$ cat src/rtl/qrs_pkg.sv
`timescale 1ns / 1ps

package qrs_pkg;

    // number format
    localparam int DATA_WIDTH = 32;
    localparam int FRAC_BITS  = 16;
    localparam int TOL_W      = 16;

    // divider widths: |c| << FRAC_BITS over |2*c| or |c|
    localparam int NUM_W = DATA_WIDTH + FRAC_BITS;
    localparam int DEN_W = DATA_WIDTH + 1;
    localparam int QUO_W = NUM_W + 1;

    // square root widths
    localparam int RAD_W    = 2 * DATA_WIDTH;
    localparam int ROOT_W   = RAD_W / 2;
    localparam int SQ_REM_W = ROOT_W + 3;

    // discriminant and final sum widths
    localparam int PP_W  = 2 * DATA_WIDTH - FRAC_BITS;
    localparam int DIS_W = PP_W + 2;
    localparam int SUM_W = DATA_WIDTH + 2;

    localparam logic signed [DATA_WIDTH-1:0] DATA_MAX = {1'b0, {(DATA_WIDTH-1){1'b1}}};
    localparam logic signed [DATA_WIDTH-1:0] DATA_MIN = {1'b1, {(DATA_WIDTH-1){1'b0}}};

    localparam logic [TOL_W-1:0] TOL_RESET = TOL_W'(1);

    // root count codes
    localparam logic [1:0] CNT_NONE   = 2'd0;
    localparam logic [1:0] CNT_LINEAR = 2'd1;
    localparam logic [1:0] CNT_QUAD   = 2'd2;

    // side data that rides along the dividers
    typedef struct packed {
        logic v;
        logic quad;
        logic err;
    } t_div_side;

    // side data that rides along the square root
    typedef struct packed {
        logic                         v;
        logic                         quad;
        logic                         err;
        logic                         real_roots;
        logic                         dneg;
        logic signed [DATA_WIDTH-1:0] p;
        logic signed [DATA_WIDTH-1:0] lin;
    } t_sq_side;

    // clamp a quotient to the data range
    function automatic logic signed [DATA_WIDTH-1:0] sat_quo(input logic signed [QUO_W-1:0] v);
        logic signed [QUO_W-1:0] hi;
        logic signed [QUO_W-1:0] lo;
        hi = QUO_W'(DATA_MAX);
        lo = QUO_W'(DATA_MIN);
        if (v > hi) begin
            return DATA_MAX;
        end else if (v < lo) begin
            return DATA_MIN;
        end
        return v[DATA_WIDTH-1:0];
    endfunction

    // clamp a root sum to the data range
    function automatic logic signed [DATA_WIDTH-1:0] sat_sum(input logic signed [SUM_W-1:0] v);
        logic signed [SUM_W-1:0] hi;
        logic signed [SUM_W-1:0] lo;
        hi = SUM_W'(DATA_MAX);
        lo = SUM_W'(DATA_MIN);
        if (v > hi) begin
            return DATA_MAX;
        end else if (v < lo) begin
            return DATA_MIN;
        end
        return v[DATA_WIDTH-1:0];
    endfunction

endpackage

$ cat src/rtl/qrs_isqrt.sv
`timescale 1ns / 1ps

// floor square root, one result bit per stage
module qrs_isqrt (
    input  logic                       i_clk,
    input  logic                       i_en,
    input  logic [qrs_pkg::RAD_W-1:0]  i_rad,
    output logic [qrs_pkg::ROOT_W-1:0] o_root
);
    import qrs_pkg::*;

    logic [SQ_REM_W-1:0] r_rem  [ROOT_W];
    logic [ROOT_W-1:0]   r_root [ROOT_W];
    logic [RAD_W-1:0]    r_x    [ROOT_W];

    for (genvar k = 0; k < ROOT_W; k++) begin : g_stage
        logic [SQ_REM_W-1:0] w_rem;
        logic [ROOT_W-1:0]   w_root;
        logic [RAD_W-1:0]    w_x;
        logic [SQ_REM_W+1:0] w_cur;
        logic [SQ_REM_W+1:0] w_trial;
        logic                w_take;

        if (k == 0) begin : g_first
            assign w_rem  = '0;
            assign w_root = '0;
            assign w_x    = i_rad;
        end else begin : g_next
            assign w_rem  = r_rem[k-1];
            assign w_root = r_root[k-1];
            assign w_x    = r_x[k-1];
        end

        // bring down two bits, test (4*root + 1)
        assign w_cur   = {w_rem, w_x[RAD_W-1 -: 2]};
        assign w_trial = (SQ_REM_W+2)'({w_root, 2'b01});
        assign w_take  = w_cur >= w_trial;

        always_ff @(posedge i_clk) begin
            if (i_en) begin
                r_rem[k]  <= w_take ? SQ_REM_W'(w_cur - w_trial) : w_cur[SQ_REM_W-1:0];
                r_root[k] <= {w_root[ROOT_W-2:0], w_take};
                r_x[k]    <= {w_x[RAD_W-3:0], 2'b00};
            end
        end
    end

    assign o_root = r_root[ROOT_W-1];

endmodule

$ cat config.mk
export PLATFORM = sky130hd
export DESIGN_NAME = qrs_isqrt
export DESIGN_NICKNAME = d
export VERILOG_FILES = /design/src/rtl/qrs_pkg.sv /design/src/rtl/qrs_isqrt.sv
export SDC_FILE = /design/constraint.sdc
export NUM_CORES = 2
export LEC_CHECK = 0
export ABC_CLOCK_PERIOD_IN_PS = 4400
export CORE_ASPECT_RATIO = 0.8
export CORE_MARGIN = 2
export CORE_UTILIZATION = 45
export DETAILED_ROUTE_END_ITERATION = 10
export DONT_BUFFER_PORTS = 1
export GPL_ROUTABILITY_DRIVEN = 0
export PLACE_DENSITY = 0.65
export SLEW_MARGIN = 0
export SYNTH_ARGS = -nofsm -noshare
export SYNTH_HDL_FRONTEND = slang
export SYNTH_MEMORY_MAX_BITS = 65536
export SYNTH_SLANG_ARGS = --single-unit
$ cat constraint.sdc
create_clock -name i_clk -period 4.4 [get_ports i_clk]
set_clock_uncertainty 0.1 [all_clocks]
set_input_delay 0.44 -clock i_clk [delete_from_list [all_inputs] [get_ports i_clk]]
set_output_delay 0.44 -clock i_clk [all_outputs]
set_load 0.005 [all_outputs]
==> flow_metrics.py <==
metrics = {
    "worst_setup_path": {
        "cp-start-kind": "flop",
        "worstSetupPathType": "reg -> reg",
        "crit_path_max_fanout": 10,
        "critPathRequiredTime_ns": 4.87,
        "cp-end-kind": "flop",
        "cp.arrival_ns": 4.58,
    },
    "power_and_ir_drop": {
        "combPwrFrac_pct": 19.8,
        "p_sw_share_pct": 28.0,
        "internal-power_mw": 49.8,
        "irDropWorstVdd_v": 0.000352,
        "powerDensity_nw_per_um2": 519,
        "power_switching_mw": 19.3,
        "clockPowerShare_pct": 32.8,
        "pwr-share-seq_pct": 47.4,
        "p_leak_nw": 50.4,
    },
    "sta": {
        "finalSetupViolCount": 0,
        "min_period_ns": 4.11,
        "maxSlewViolCount": 0,
        "finalCritPeriodShare_pct": 93.4,
        "max_freq_ghz": 0.243,
        "tightest_slew_ns": 1.41,
        "hold_violations": 0,
        "whs_ns": 0.0686,
        "max_slew_margin_pct": 6.14,
        "rsz0062_at_grt": "no",
        "tns_ns": 0,
    },
    "die": {
        "fp.dieH_microns": 464,
        "num_rows": 168,
        "initial_core_util_pct": 45.4,
        "ios": 98,
        "die_area_sq_um": 269000,
        "dieWidth_microns": 579,
        "core_sq_um": 263000,
    },
    "yosys": {
        "ys_types": 88,
        "synth_seq_cells": 2552,
        "ys_warn_count": 0,
        "netlist_area_sq_um": 119000,
        "syn_nets": 9829,
        "synthCells": 9201,
        "synth-edff-count": 2552,
        "ys_dominant_reg_cell": "edfxtp_1",
        "async_flop_share_pct": 0,
        "yosysSeqAreaShare_pct": 64.3,
        "synth_area_per_cell_sq_um": 12.9,
    },
    "placement": {
        "dp.cells": 12576,
        "dp.final_hpwl_microns": 166000,
        "placed_area_sq_um": 124000,
        "port_buffers": 0,
    },
    "layout": {
        "drive_above_1_share_pct": 6.78,
        "num-nets-final": 10062,
        "fin_cells": 13120,
        "final_area_sq_um": 133000,
        "syn2layout_area_growth_pct": 11.8,
        "n_fill_cell": 22044,
        "final_util_pct": 50.7,
    },
    "clocking": {
        "cts-htree-levels": 5,
        "worstSkewPairLatency_ns": 0.85,
        "path_clk_slew_ns": 0.06,
        "cts_tree": "yes",
        "numCtsBuffers": 274,
        "clk_root_buffer_cell": "clkbuf_16",
        "clock_sinks": 2552,
        "clockBufferDepth": 4,
    },
    "grt": {
        "antenna_found_initial": 4,
        "track_usage_pct": 17.4,
        "grt_start_max_net_pins": 266,
        "grt_pass1_vias": 70322,
        "grt_pass1_wl_microns": 379000,
        "overflow": 0,
    },
    "route": {
        "drtAntennaViolNets": 0,
        "viasPerCell": 5.51,
        "postRouteWirelength_microns": 239000,
        "avgRoutedWirePerCell_microns": 18.2,
        "via_count": 72244,
        "drt_first_pass_iters": 8,
        "remaining_drc_errors": 0,
        "initialDrtViolationCount": 6554,
    },
    "worst_hold_path": {
        "hold_class": "in -> reg",
    },
    "flow_run": {
        "maxCapViolCount": 0,
    },
    "status": {
        "status": "complete, no violations",
    },
}
layout make-up:
cell class | instances | area (sq um) | area share [%]
flip-flops and latches | 2552 | 76600 | 57.5
multi-input cells | 5760 | 39300 | 29.5
clock buffers | 323 | 7230 | 5.43
well taps | 3485 | 4360 | 3.27
diodes | 2 | 5.00 | 0.00376
inverters | 710 | 2670 | 2.00
clock inverters | 152 | 1520 | 1.14
repair buffers | 136 | 1490 | 1.12
registers in the layout (all words and copies together) (netlist names):
signal	flops
r_rem	1032
r_x	992
r_root	528
cells in the mapped netlist (60+ instances only):
| cell | number | area share [%] |
|---|---|---|
| a21o_1 | 238 | 1.5 |
| a21oi_1 | 523 | 2.2 |
| a31oi_1 | 69 | 0.36 |
| and3_1 | 60 | 0.32 |
| clkbuf_1 | 161 | 0.51 |
| edfxtp_1 | 2552 | 64 |
| ha_1 | 562 | 5.9 |
| inv_1 | 706 | 2.2 |
| mux2_2 | 94 | 0.89 |
| nand2_1 | 619 | 2.0 |
| nand2b_1 | 109 | 0.57 |
| nand3_1 | 171 | 0.72 |
| nand4_1 | 92 | 0.48 |
| nor2_1 | 526 | 1.7 |
| nor2b_1 | 69 | 0.36 |
| nor3_1 | 277 | 1.2 |
| nor4_1 | 127 | 0.67 |
| o21a_1 | 98 | 0.62 |
| o21ai_0 | 460 | 1.9 |
| o31ai_1 | 68 | 0.43 |
| or3_1 | 116 | 0.61 |
| or4_1 | 75 | 0.47 |
| xnor2_1 | 407 | 3.0 |
| xor2_1 | 452 | 3.3 |
power by group through the flow:
stage          logic [mW]  registers [mW]  clock network, mW
2_1_floorplan        10.1            32.2                  0
3_3_place_gp         13.0            33.2                  0
6_report             13.7            32.7               22.7
3_5_place_dp         13.4            33.2                  0
5_1_grt              15.2            33.0               24.3
4_1_cts              13.6            32.7               23.4
what timing repair did:
action / CTS / global route
gates resized for setup: 0 / 1
setup buffers: 0 / 0
hold buffers: 67 / 0
setup endpoints to repair: 0 / 5
hold endpoints to repair: 188 / 0
cell usage in the layout (no fill, tap or decap), types with 68 or more instances in the layout:
master,count
o21a_1,98
or4_1,75
nand4_1,92
or3_1,116
o21ai_0,460
ha_1,562
a21o_1,238
o31ai_1,68
nand3_1,171
inv_1,706
xor2_1,452
nor4_1,126
edfxtp_1,2552
xnor2_1,407
nand2_1,619
nor2_1,525
nor2b_1,69
nor3_1,276
mux2_2,94
a21oi_1,521
clkbuf_16,283
nand2b_1,109
metal layers:
layer  track usage [%]  vias up  wire length [microns]
met5                 0        -                     13
met3              2.52      504                  13400
met4              5.59        2                   7430
met2              27.8     2154                 110000
li1                  -    34667                      -
met1              24.5    34917                 108000
kinds of logic (layout without fill, tap and decap cells):
logic type,count (synthesis),in the layout,synth area share [%]
buf+inv,889,1321,2.81
simple gates,2424,2424,10.1
mux,113,113,1.05
xor+xnor,859,859,6.32
fa+ha+maj,562,562,5.90
flops,2552,2552,64.3
compound gates,1801,1801,9.47
other cells,1,3,0.00315
worst paths after layout:
kind	startpoint	end	slack, ns	depth (start not counted)
worst max-delay path	r_rem[3][20]	r_rem[4][32]	0.29	10
worst min-delay path	i_en	r_x[15][60]	0.07	1
worst max register to register	r_rem[3][20]	r_rem[4][32]	0.29	10
worst min register to register	r_x[18][40]	r_x[19][42]	0.29	0
per-stage QoR:
stage	setup slack (ns)	power [mW]
2_1_floorplan	0.680	42.4
3_3_place_gp	0.470	46.2
3_5_place_dp	0.368	46.6
4_1_cts	0.359	69.7
5_1_grt	0.0147	72.5
6_report	0.288	69.1
worst max-delay path, cell delays in order (launching register included):
cell and delay [ns]:
edfxtp_1 0.44, or4_1 0.58, or3_1 0.39, or4_1 0.46, or3_1 0.39, nor3_1 0.32
o211a_1 0.43, inv_2 0.17, nand4_1 0.32, nor3_1 0.10, xor2_1 0.15
Power figures use the tool's default switching activity.
